## config.mk

```make
export PLATFORM = sky130hd
export DESIGN_NAME = sparse_coordinate_table
export DESIGN_NICKNAME = d
export VERILOG_FILES = /design/src/hw/rtl/sct_pkg.sv /design/src/hw/rtl/sparse_coordinate_table.sv
export SDC_FILE = /design/constraint.sdc
export NUM_CORES = 2
export LEC_CHECK = 0
export BUFFER_PORTS_ARGS = -buffer_cell sky130_fd_sc_hd__clkbuf_2
export CORE_ASPECT_RATIO = 1.5
export CORE_MARGIN = 2
export CORE_UTILIZATION = 45
export CTS_BUF_LIST = sky130_fd_sc_hd__clkbuf_8
export DETAILED_ROUTE_END_ITERATION = 10
export RECOVER_POWER = 25
export SYNTH_ARGS = -nofsm -noshare
export SYNTH_HDL_FRONTEND = slang
export SYNTH_SLANG_ARGS = --single-unit
```

## constraint.sdc

```tcl
create_clock -name clk_i -period 23.3 [get_ports clk_i]
set_input_delay 3.495 -clock clk_i [delete_from_list [all_inputs] [get_ports clk_i]]
set_output_delay 3.495 -clock clk_i [all_outputs]
set_load 0.1 [all_outputs]
```

## src/hw/rtl/sct_pkg.sv

```systemverilog
// ----------------------------------------------------------------------------
// Sparse coordinate table package
// Command and status codes shared by the sparse coordinate table design.
// ----------------------------------------------------------------------------
package sct_pkg;

  localparam int unsigned CMD_BITS    = 3;
  localparam int unsigned STATUS_BITS = 3;

  typedef enum logic [CMD_BITS-1:0] {
    CMD_CLEAR  = 3'd0,
    CMD_APPEND = 3'd1,
    CMD_ACCUM  = 3'd2,
    CMD_SEARCH = 3'd3,
    CMD_MAX    = 3'd4
  } cmd_e;

  typedef enum logic [STATUS_BITS-1:0] {
    ST_OK      = 3'd0,
    ST_ZERO    = 3'd1,
    ST_FULL    = 3'd2,
    ST_REMOVED = 3'd3,
    ST_NONE    = 3'd4,
    ST_SAT     = 3'd5
  } status_e;

endpackage

```

## src/hw/rtl/sparse_coordinate_table.sv

```systemverilog
// ----------------------------------------------------------------------------
// Sparse coordinate table
// Ordered table of nonzero (row, col, value) entries held in one synchronous
// memory, with clear, append, accumulate, search and find-max commands.
// ----------------------------------------------------------------------------
//
//   Channel   Handshake            Payload
//   command   start_i / busy_o     cmd_i, row_i, col_i, value_i
//   result    strobe_o (1 cycle)   out_row_o, out_col_o, out_value_o,
//                                  status_o, entry_total_o, last_o
//
// For clear, append and unknown codes the result follows in the cycle after
// the transfer and busy_o stays low.
// Accumulate, search and find-max scan the memory one entry per cycle
// through its read port. A removal adds a shift
// pass that moves each later entry down one place, one entry per cycle.
// Reset empties the table; the memory needs no clearing pass.
// The receiver cannot stall: every result is shown for exactly one cycle.
module sparse_coordinate_table
  import sct_pkg::*;
#(
  parameter int unsigned TABLE_DEPTH = 64,
  parameter int unsigned COORD_BITS  = 16,
  parameter int unsigned VALUE_BITS  = 32
) (
  input  logic                                 clk_i,
  input  logic                                 rst_ni,
  input  logic                                 start_i,
  output logic                                 busy_o,
  input  logic [CMD_BITS-1:0]                  cmd_i,
  input  logic [COORD_BITS-1:0]                row_i,
  input  logic [COORD_BITS-1:0]                col_i,
  input  logic signed [VALUE_BITS-1:0]         value_i,
  output logic                                 strobe_o,
  output logic [COORD_BITS-1:0]                out_row_o,
  output logic [COORD_BITS-1:0]                out_col_o,
  output logic signed [VALUE_BITS-1:0]         out_value_o,
  output logic [STATUS_BITS-1:0]               status_o,
  output logic [$clog2(TABLE_DEPTH+1)-1:0]     entry_total_o,
  output logic                                 last_o
);

  localparam int unsigned IDXW = (TABLE_DEPTH > 1) ? $clog2(TABLE_DEPTH) : 1;
  localparam int unsigned CNTW = $clog2(TABLE_DEPTH + 1);
  localparam int unsigned ENTW = 2 * COORD_BITS + VALUE_BITS;
  localparam logic [CNTW-1:0]       FULL_CNT = CNTW'(TABLE_DEPTH);
  localparam logic [VALUE_BITS-1:0] VMIN     = {1'b1, {(VALUE_BITS-1){1'b0}}};
  localparam logic [VALUE_BITS-1:0] VMAX     = ~VMIN;

  typedef enum logic [2:0] {
    S_IDLE,
    S_ACCUM,
    S_SEARCH,
    S_MAX,
    S_SHIFT
  } state_e;

  state_e                  state_q, state_d;
  logic [CNTW-1:0]         count_q, count_d;
  logic [CNTW-1:0]         idx_q, idx_d;
  logic                    pv_q, pv_d;
  logic [IDXW-1:0]         pidx_q, pidx_d;
  logic                    have_q, have_d;
  logic [COORD_BITS-1:0]   row_q, row_d, col_q, col_d;
  logic [VALUE_BITS-1:0]   val_q, val_d;
  logic [COORD_BITS-1:0]   buf_row_q, buf_row_d, buf_col_q, buf_col_d;
  logic [VALUE_BITS-1:0]   best_q, best_d;

  logic                    strobe_q, strobe_d;
  logic [COORD_BITS-1:0]   orow_q, orow_d, ocol_q, ocol_d;
  logic [VALUE_BITS-1:0]   oval_q, oval_d;
  logic [STATUS_BITS-1:0]  ostat_q, ostat_d;
  logic [CNTW-1:0]         otot_q, otot_d;
  logic                    olast_q, olast_d;

  logic [ENTW-1:0]         mem_q [TABLE_DEPTH];
  logic [ENTW-1:0]         rdata_q;
  logic                    mem_we;
  logic [IDXW-1:0]         mem_waddr;
  logic [IDXW-1:0]         mem_raddr;
  logic [ENTW-1:0]         mem_wdata;

  logic [COORD_BITS-1:0]   rd_row, rd_col;
  logic [VALUE_BITS-1:0]   rd_val;
  logic                    issue;
  logic                    scan_done;
  logic                    coord_hit;
  logic [VALUE_BITS-1:0]   sum_raw, sum;
  logic                    sum_ovf;

  assign rd_row = rdata_q[ENTW-1 -: COORD_BITS];
  assign rd_col = rdata_q[VALUE_BITS +: COORD_BITS];
  assign rd_val = rdata_q[VALUE_BITS-1:0];

  assign issue     = (idx_q < count_q);
  assign scan_done = !issue && !pv_q;
  assign coord_hit = pv_q && (rd_row == row_q) && (rd_col == col_q);

  // Saturating add of the stored value and the operand.
  assign sum_raw = rd_val + val_q;
  assign sum_ovf = (rd_val[VALUE_BITS-1] == val_q[VALUE_BITS-1]) &&
                   (sum_raw[VALUE_BITS-1] != rd_val[VALUE_BITS-1]);
  assign sum     = sum_ovf ? (rd_val[VALUE_BITS-1] ? VMIN : VMAX) : sum_raw;

  always_comb begin
    state_d   = state_q;
    count_d   = count_q;
    idx_d     = idx_q;
    pv_d      = 1'b0;
    pidx_d    = pidx_q;
    have_d    = have_q;
    row_d     = row_q;
    col_d     = col_q;
    val_d     = val_q;
    buf_row_d = buf_row_q;
    buf_col_d = buf_col_q;
    best_d    = best_q;
    strobe_d  = 1'b0;
    orow_d    = '0;
    ocol_d    = '0;
    oval_d    = '0;
    ostat_d   = ST_OK;
    otot_d    = count_q;
    olast_d   = 1'b1;
    mem_we    = 1'b0;
    mem_waddr = count_q[IDXW-1:0];
    mem_wdata = {row_q, col_q, val_q};
    mem_raddr = idx_q[IDXW-1:0];

    // All scanning states walk the memory one entry per cycle; the entry
    // read in one cycle is examined in the next.
    if (state_q != S_IDLE && issue) begin
      idx_d  = idx_q + CNTW'(1);
      pv_d   = 1'b1;
      pidx_d = idx_q[IDXW-1:0];
    end

    case (state_q)
      S_IDLE: begin
        if (start_i) begin
          row_d  = row_i;
          col_d  = col_i;
          val_d  = value_i;
          idx_d  = '0;
          have_d = 1'b0;
          case (cmd_e'(cmd_i))
            CMD_CLEAR: begin
              count_d  = '0;
              strobe_d = 1'b1;
              otot_d   = '0;
            end
            CMD_APPEND: begin
              strobe_d = 1'b1;
              if (value_i == '0) begin
                ostat_d = ST_ZERO;
              end else if (count_q == FULL_CNT) begin
                ostat_d = ST_FULL;
              end else begin
                mem_we    = 1'b1;
                mem_wdata = {row_i, col_i, value_i};
                count_d   = count_q + CNTW'(1);
                otot_d    = count_q + CNTW'(1);
              end
            end
            CMD_ACCUM:  state_d = S_ACCUM;
            CMD_SEARCH: state_d = S_SEARCH;
            CMD_MAX:    state_d = S_MAX;
            default: begin
              strobe_d = 1'b1;
              ostat_d  = ST_NONE;
            end
          endcase
        end
      end

      S_ACCUM: begin
        orow_d = row_q;
        ocol_d = col_q;
        if (coord_hit) begin
          pv_d     = 1'b0;
          idx_d    = idx_q;
          if (sum == '0) begin
            if ((CNTW'(pidx_q) + CNTW'(1)) < count_q) begin
              // Later entries move down one place before the result goes out.
              idx_d   = CNTW'(pidx_q) + CNTW'(1);
              state_d = S_SHIFT;
            end else begin
              count_d  = count_q - CNTW'(1);
              strobe_d = 1'b1;
              ostat_d  = ST_REMOVED;
              otot_d   = count_q - CNTW'(1);
              state_d  = S_IDLE;
            end
          end else begin
            mem_we    = 1'b1;
            mem_waddr = pidx_q;
            mem_wdata = {row_q, col_q, sum};
            strobe_d  = 1'b1;
            oval_d    = sum;
            ostat_d   = sum_ovf ? ST_SAT : ST_OK;
            state_d   = S_IDLE;
          end
        end else if (scan_done) begin
          strobe_d = 1'b1;
          state_d  = S_IDLE;
          if (val_q == '0) begin
            ostat_d = ST_ZERO;
          end else if (count_q == FULL_CNT) begin
            ostat_d = ST_FULL;
          end else begin
            mem_we  = 1'b1;
            count_d = count_q + CNTW'(1);
            otot_d  = count_q + CNTW'(1);
            oval_d  = val_q;
          end
        end
      end

      S_SHIFT: begin
        if (pv_q) begin
          mem_we    = 1'b1;
          mem_waddr = pidx_q - IDXW'(1);
          mem_wdata = rdata_q;
        end
        if (scan_done) begin
          count_d  = count_q - CNTW'(1);
          strobe_d = 1'b1;
          orow_d   = row_q;
          ocol_d   = col_q;
          ostat_d  = ST_REMOVED;
          otot_d   = count_q - CNTW'(1);
          state_d  = S_IDLE;
        end
      end

      S_SEARCH: begin
        // One match is held back so that the final one can carry last.
        if (pv_q && (rd_val == val_q)) begin
          if (have_q) begin
            strobe_d = 1'b1;
            orow_d   = buf_row_q;
            ocol_d   = buf_col_q;
            oval_d   = val_q;
            olast_d  = 1'b0;
          end
          buf_row_d = rd_row;
          buf_col_d = rd_col;
          have_d    = 1'b1;
        end
        if (scan_done) begin
          strobe_d = 1'b1;
          state_d  = S_IDLE;
          if (have_q) begin
            orow_d = buf_row_q;
            ocol_d = buf_col_q;
            oval_d = val_q;
          end else begin
            ostat_d = ST_NONE;
          end
        end
      end

      S_MAX: begin
        if (pv_q && (!have_q || ($signed(rd_val) > $signed(best_q)))) begin
          buf_row_d = rd_row;
          buf_col_d = rd_col;
          best_d    = rd_val;
          have_d    = 1'b1;
        end
        if (scan_done) begin
          strobe_d = 1'b1;
          state_d  = S_IDLE;
          if (have_q) begin
            orow_d = buf_row_q;
            ocol_d = buf_col_q;
            oval_d = best_q;
          end else begin
            ostat_d = ST_NONE;
          end
        end
      end

      default: state_d = S_IDLE;
    endcase
  end

  always_ff @(posedge clk_i or negedge rst_ni) begin
    if (!rst_ni) begin
      state_q   <= S_IDLE;
      count_q   <= '0;
      idx_q     <= '0;
      pv_q      <= 1'b0;
      pidx_q    <= '0;
      have_q    <= 1'b0;
      row_q     <= '0;
      col_q     <= '0;
      val_q     <= '0;
      buf_row_q <= '0;
      buf_col_q <= '0;
      best_q    <= '0;
      strobe_q  <= 1'b0;
      orow_q    <= '0;
      ocol_q    <= '0;
      oval_q    <= '0;
      ostat_q   <= ST_OK;
      otot_q    <= '0;
      olast_q   <= 1'b0;
    end else begin
      state_q   <= state_d;
      count_q   <= count_d;
      idx_q     <= idx_d;
      pv_q      <= pv_d;
      pidx_q    <= pidx_d;
      have_q    <= have_d;
      row_q     <= row_d;
      col_q     <= col_d;
      val_q     <= val_d;
      buf_row_q <= buf_row_d;
      buf_col_q <= buf_col_d;
      best_q    <= best_d;
      strobe_q  <= strobe_d;
      orow_q    <= orow_d;
      ocol_q    <= ocol_d;
      oval_q    <= oval_d;
      ostat_q   <= ostat_d;
      otot_q    <= otot_d;
      olast_q   <= olast_d;
    end
  end

  always_ff @(posedge clk_i) begin
    if (mem_we) begin
      mem_q[mem_waddr] <= mem_wdata;
    end
    rdata_q <= mem_q[mem_raddr];
  end

  assign busy_o        = (state_q != S_IDLE);
  assign strobe_o      = strobe_q;
  assign out_row_o     = orow_q;
  assign out_col_o     = ocol_q;
  assign out_value_o   = oval_q;
  assign status_o      = ostat_q;
  assign entry_total_o = otot_q;
  assign last_o        = olast_q;

`ifndef NO_ASSERTIONS
  a_count_in_range: assert property (@(posedge clk_i) disable iff (!rst_ni)
    count_q <= FULL_CNT)
    else $error("entry count exceeds table depth");

  a_write_in_table: assert property (@(posedge clk_i) disable iff (!rst_ni)
    mem_we |-> (CNTW'(mem_waddr) <= count_q) && (CNTW'(mem_waddr) < FULL_CNT))
    else $error("memory write beyond the stored entries");

  a_scan_goes_busy: assert property (@(posedge clk_i) disable iff (!rst_ni)
    (start_i && !busy_o && (cmd_i == CMD_ACCUM || cmd_i == CMD_SEARCH ||
     cmd_i == CMD_MAX)) |=> busy_o)
    else $error("scanning command did not enter a busy state");

  a_final_on_release: assert property (@(posedge clk_i) disable iff (!rst_ni)
    $fell(busy_o) |-> (strobe_o && last_o))
    else $error("command finished without its final result");

  a_shift_removes_one: assert property (@(posedge clk_i) disable iff (!rst_ni)
    (strobe_o && status_o == ST_REMOVED) |-> (entry_total_o == count_q))
    else $error("removal result disagrees with stored count");
`endif

endmodule
```

==> metrics.md <==
| Metric | Value |
|---|---|
| Post-synthesis cell count | `7720` |
| DP HPWL | `297000 um` |
| Critical path type | `register to register` |
| Max clock buf depth | `4` |
| Pre-CTS setup slack | `13.28 ns` |
| Min Hold Slack | `0.509 ns` |
| Drt pass-1 iters | `9` |
| Post-synth EDFFs | `4096` |
| Htree depth | `6` |
| Share of the synthesized area in the top cell type | `71.8%` |
| #FFs+latches synth | `4382` |
| Simple-gate share of the synthesized area | `2.07%` |
| Total Wirelength | `503000 um` |
| Clock power frac | `24.3%` |
| Clock Root Buffer | `clkbuf_8` |
| CTS tree | `yes` |
| CTS buffer count | `634` |
| Top cell family by delay on the critical path | `buffers and inverters` |
| Largest net degree at the start of global routing | `103` |
| GRT Overall Usage | `26.0%` |
| Max-slew violation count | `2625` |
| Crit Path Max Fanout | `61` |
| Die extent in y | `760 um` |
| Mapped Nets | `7872` |
| Worst slew margin | `-299%` |
| Critical path's slowest cell | `clkbuf_1` |
| Worst EP arrival | `13.47 ns` |
| Initial antenna violation count | `51` |
| Crit path time final | `12.50 ns` |
| Largest family of logic cells by synthesized area | `multiplexers` |
| Ratio of cells with drive above 1 in the final layout | `29.2%` |
| Int Pwr | `15.4 mW` |
| Post-synth top cells | `edfxtp_1, mux4_2, nand2_1` |
| Sw Ratio | `34.7%` |
| Final ANT Viol Nets | `0` |
| Placed cell count | `12.7k` |
| Final std cells w/o fill | `13.9k` |
| CTS Hold Bufs | `0` |
| Worst setup margin | `10.80 ns` |
| Via count | `86.5k` |
| Post-Synth Adder-Cell Area | `0.603%` |
| Synth Area in Compound Gates | `2.03%` |
| Crit-path cells | `clkbuf_1, clkbuf_1, clkbuf_1, mux4_2, mux4_2, mux4_2` |
| Worst Clk Skew | `0.0848 ns` |
| Buf+Inv Stages, Crit Path | `3` |
| # fillers | `30.2k` |
| Post-CTS sizing | `0` |
| Data required time of the critical path | `24.27 ns` |
| Status | `finished, violations left` |
| Synth area leader | `edfxtp_1` |
| Xor and xnor area share after synthesis | `0.312%` |
| RSZ-0062 raised after global routing | `no` |
| Syn Area/Cell | `22.2 um2` |
| Drt initial violations | `11.2k` |
| DR vias/cell | `6.21` |
| Peak Freq | `80.0 MHz` |
| Failing checks | `capacitance limit, slew limit` |
| Worst Setup End Kind | `register` |
| Initial Util | `45.2%` |
| Pwr Density | `123 nW/um2` |
| Switching power | `8.16 mW` |
| Hold Fails Final Rpt | `0` |
| Die W | `508 um` |
| Clock Sinks | `4382` |
| Avg WL per Cell | `36.1 um` |
| Most numerous cell in the Yosys netlist | `edfxtp_1` |
| Leak | `60.0 nW` |
| Post-CTS Repair Setup Buffers | `0` |
| First-pass GRT wire length | `701000 um` |
| Total Nets Final | `8504` |
| Seq/Total Area, Yosys | `75.8%` |
| Row cnt | `277` |
| Core Area | `379000 um2` |
| Post-Syn Area | `171000 um2` |
| Logic gate share of total power | `29.7%` |
| Clk slew on worst S/H paths | `0.07 ns` |
| Area Growth Syn to Fin | `11.4%` |
| Port bufs | `146` |
| Max-cap violations | `49` |
| Synth area leaders | `edfxtp_1, mux4_2, dfrtp_1` |
| Die Area | `386000 um2` |
| Setup TNS | `0 ns` |
| Number of top-level pins | `147` |
| Worst-skew pair later-pin latency | `1.14 ns` |
| # DRC | `0` |
| Multiplexer area fraction after synthesis | `18.1%` |
| VDD IR max | `111 uV` |
| Hold crit path type | `register to register` |
| Final setup viols | `0` |
| Seq pwr share | `46.0%` |
| Post-synthesis async set-or-reset flop share | `5.07%` |
| Slowest stage delay, CP | `3.36 ns` |
| PnR Total Power | `23.5 mW` |
| Yosys warns | `0` |
| Main synth FF type | `edfxtp_1` |
| Distinct cells, synth | `93` |
| Fin crit share | `53.7%` |
| GP Congestion | `0.961` |
| GRT overflow | `0` |
| Worst-margin pin slew | `5.99 ns` |
| Vias in the first global route | `88.8k` |
| Worst setup SP type | `register` |
-- cells by family after synthesis --
family,Yosys count
xor gates and xnor gates,61
and+or+nand+nor,790
adders and majority gates,82
AOI/OAI and AO/OA,502
DFF,4382
muxes,1419
buffers and inverters,484
-- cells in the final DEF (no fill, tap or decap), types with 64 or more instances in the layout --
cell,Yosys,final
a21oi_1,108,96
mux4_2,1344,1344
nor2_4,0,66
dfrtp_1,222,216
buf_4,0,209
clkinv_1,2,157
ha_1,81,81
nor2_1,179,112
edfxtp_1,4096,4096
o21ai_0,116,116
clkbuf_8,0,668
dfxtp_1,64,64
nand2_1,392,387
clkbuf_1,312,122
clkbuf_2,0,67
inv_1,74,280
-- power by group through the flow --
stage          combinational (mW)  clock, mW  sequential (mW)
5_1_grt                      7.34       6.13             10.9
6_report                     7.00       5.72             10.8
2_1_floorplan                3.79          0             11.0
3_5_place_dp                 7.04          0             10.9
4_1_cts                      7.05       5.82             10.7
3_3_place_gp                 6.92          0             10.8
-- worst register-to-register path, cell delays in order, from the launching register on --
cell and delay [ns]:
dfrtp_1 1.70, clkbuf_1 2.32, clkbuf_1 3.42, clkbuf_1 2.97
mux4_2 0.58, mux4_2 0.73, mux4_2 0.61
-- layer usage --
| layer | vias up | share of wire (%) | GRT usage [%] |
|---|---|---|---|
| met5 | - | 0.092 | 0 |
| met4 | 30 | 3.9 | 9.98 |
| met3 | 866 | 8.3 | 4.69 |
| met2 | 4371 | 51 | 43.6 |
| met1 | 47200 | 37 | 33.8 |
| li1 | 34100 | - | - |
-- per-stage QoR --
stage | cell area [um2] | utilization, %
floorplan | 171000 | -
global placement | 180000 | 47.4
detailed placement | 180000 | 47.4
CTS | 191000 | 50.4
global route | 191000 | 50.3
finish | 191000 | 50.4
-- final timing paths --
| kind | startpoint | endpoint | slack (ns) | depth (start not counted) |
|---|---|---|---|---|
| worst max-delay path | idx_q[1]$_DFFE_PN0P_ | rdata_q[20]$_DFF_P_ | 10.80 | 6 |
| worst max register to register | idx_q[1]$_DFFE_PN0P_ | rdata_q[20]$_DFF_P_ | 10.80 | 6 |
| min in group asynchronous | rst_ni | out_row_o[7]$_DFF_PN0_ | 4.55 | 1 |
| max in group asynchronous | rst_ni | buf_row_q[0]$_DFFE_PN0P_ | 12.79 | 2 |
| worst min-delay path | buf_col_q[8]$_DFFE_PN0P_ | buf_col_q[8]$_DFFE_PN0P_ | 0.51 | 1 |
| worst min register to register | buf_col_q[8]$_DFFE_PN0P_ | buf_col_q[8]$_DFFE_PN0P_ | 0.51 | 1 |
-- cell type report --
type	count	area, um2	share of cell area, %
diodes	63	158	0.0826
clock buffers	668	9190	4.81
clock inverters	455	2250	1.18
inverters	76	285	0.149
multi-input cells	2854	40400	21.2
flip-flops and latches	4382	130000	68.0
well taps	5022	6280	3.29
repair buffers	404	2480	1.30
-- state kept, by name, indices dropped and copies added, names as in the netlist --
name and flops:
out_col_o 16, buf_row_q 16, best_q 32, rdata_q 64, pv_q 1, out_row_o 16
last_o 1, idx_q 7, row_q 16, status_o 3, entry_total_o 7, state_q 3
col_q 16, val_q 32, strobe_o 1, mem_q 4096, buf_col_q 16, have_q 1
out_value_o 32, pidx_q 6
No activity file was read; power rests on OpenSTA's default activity.
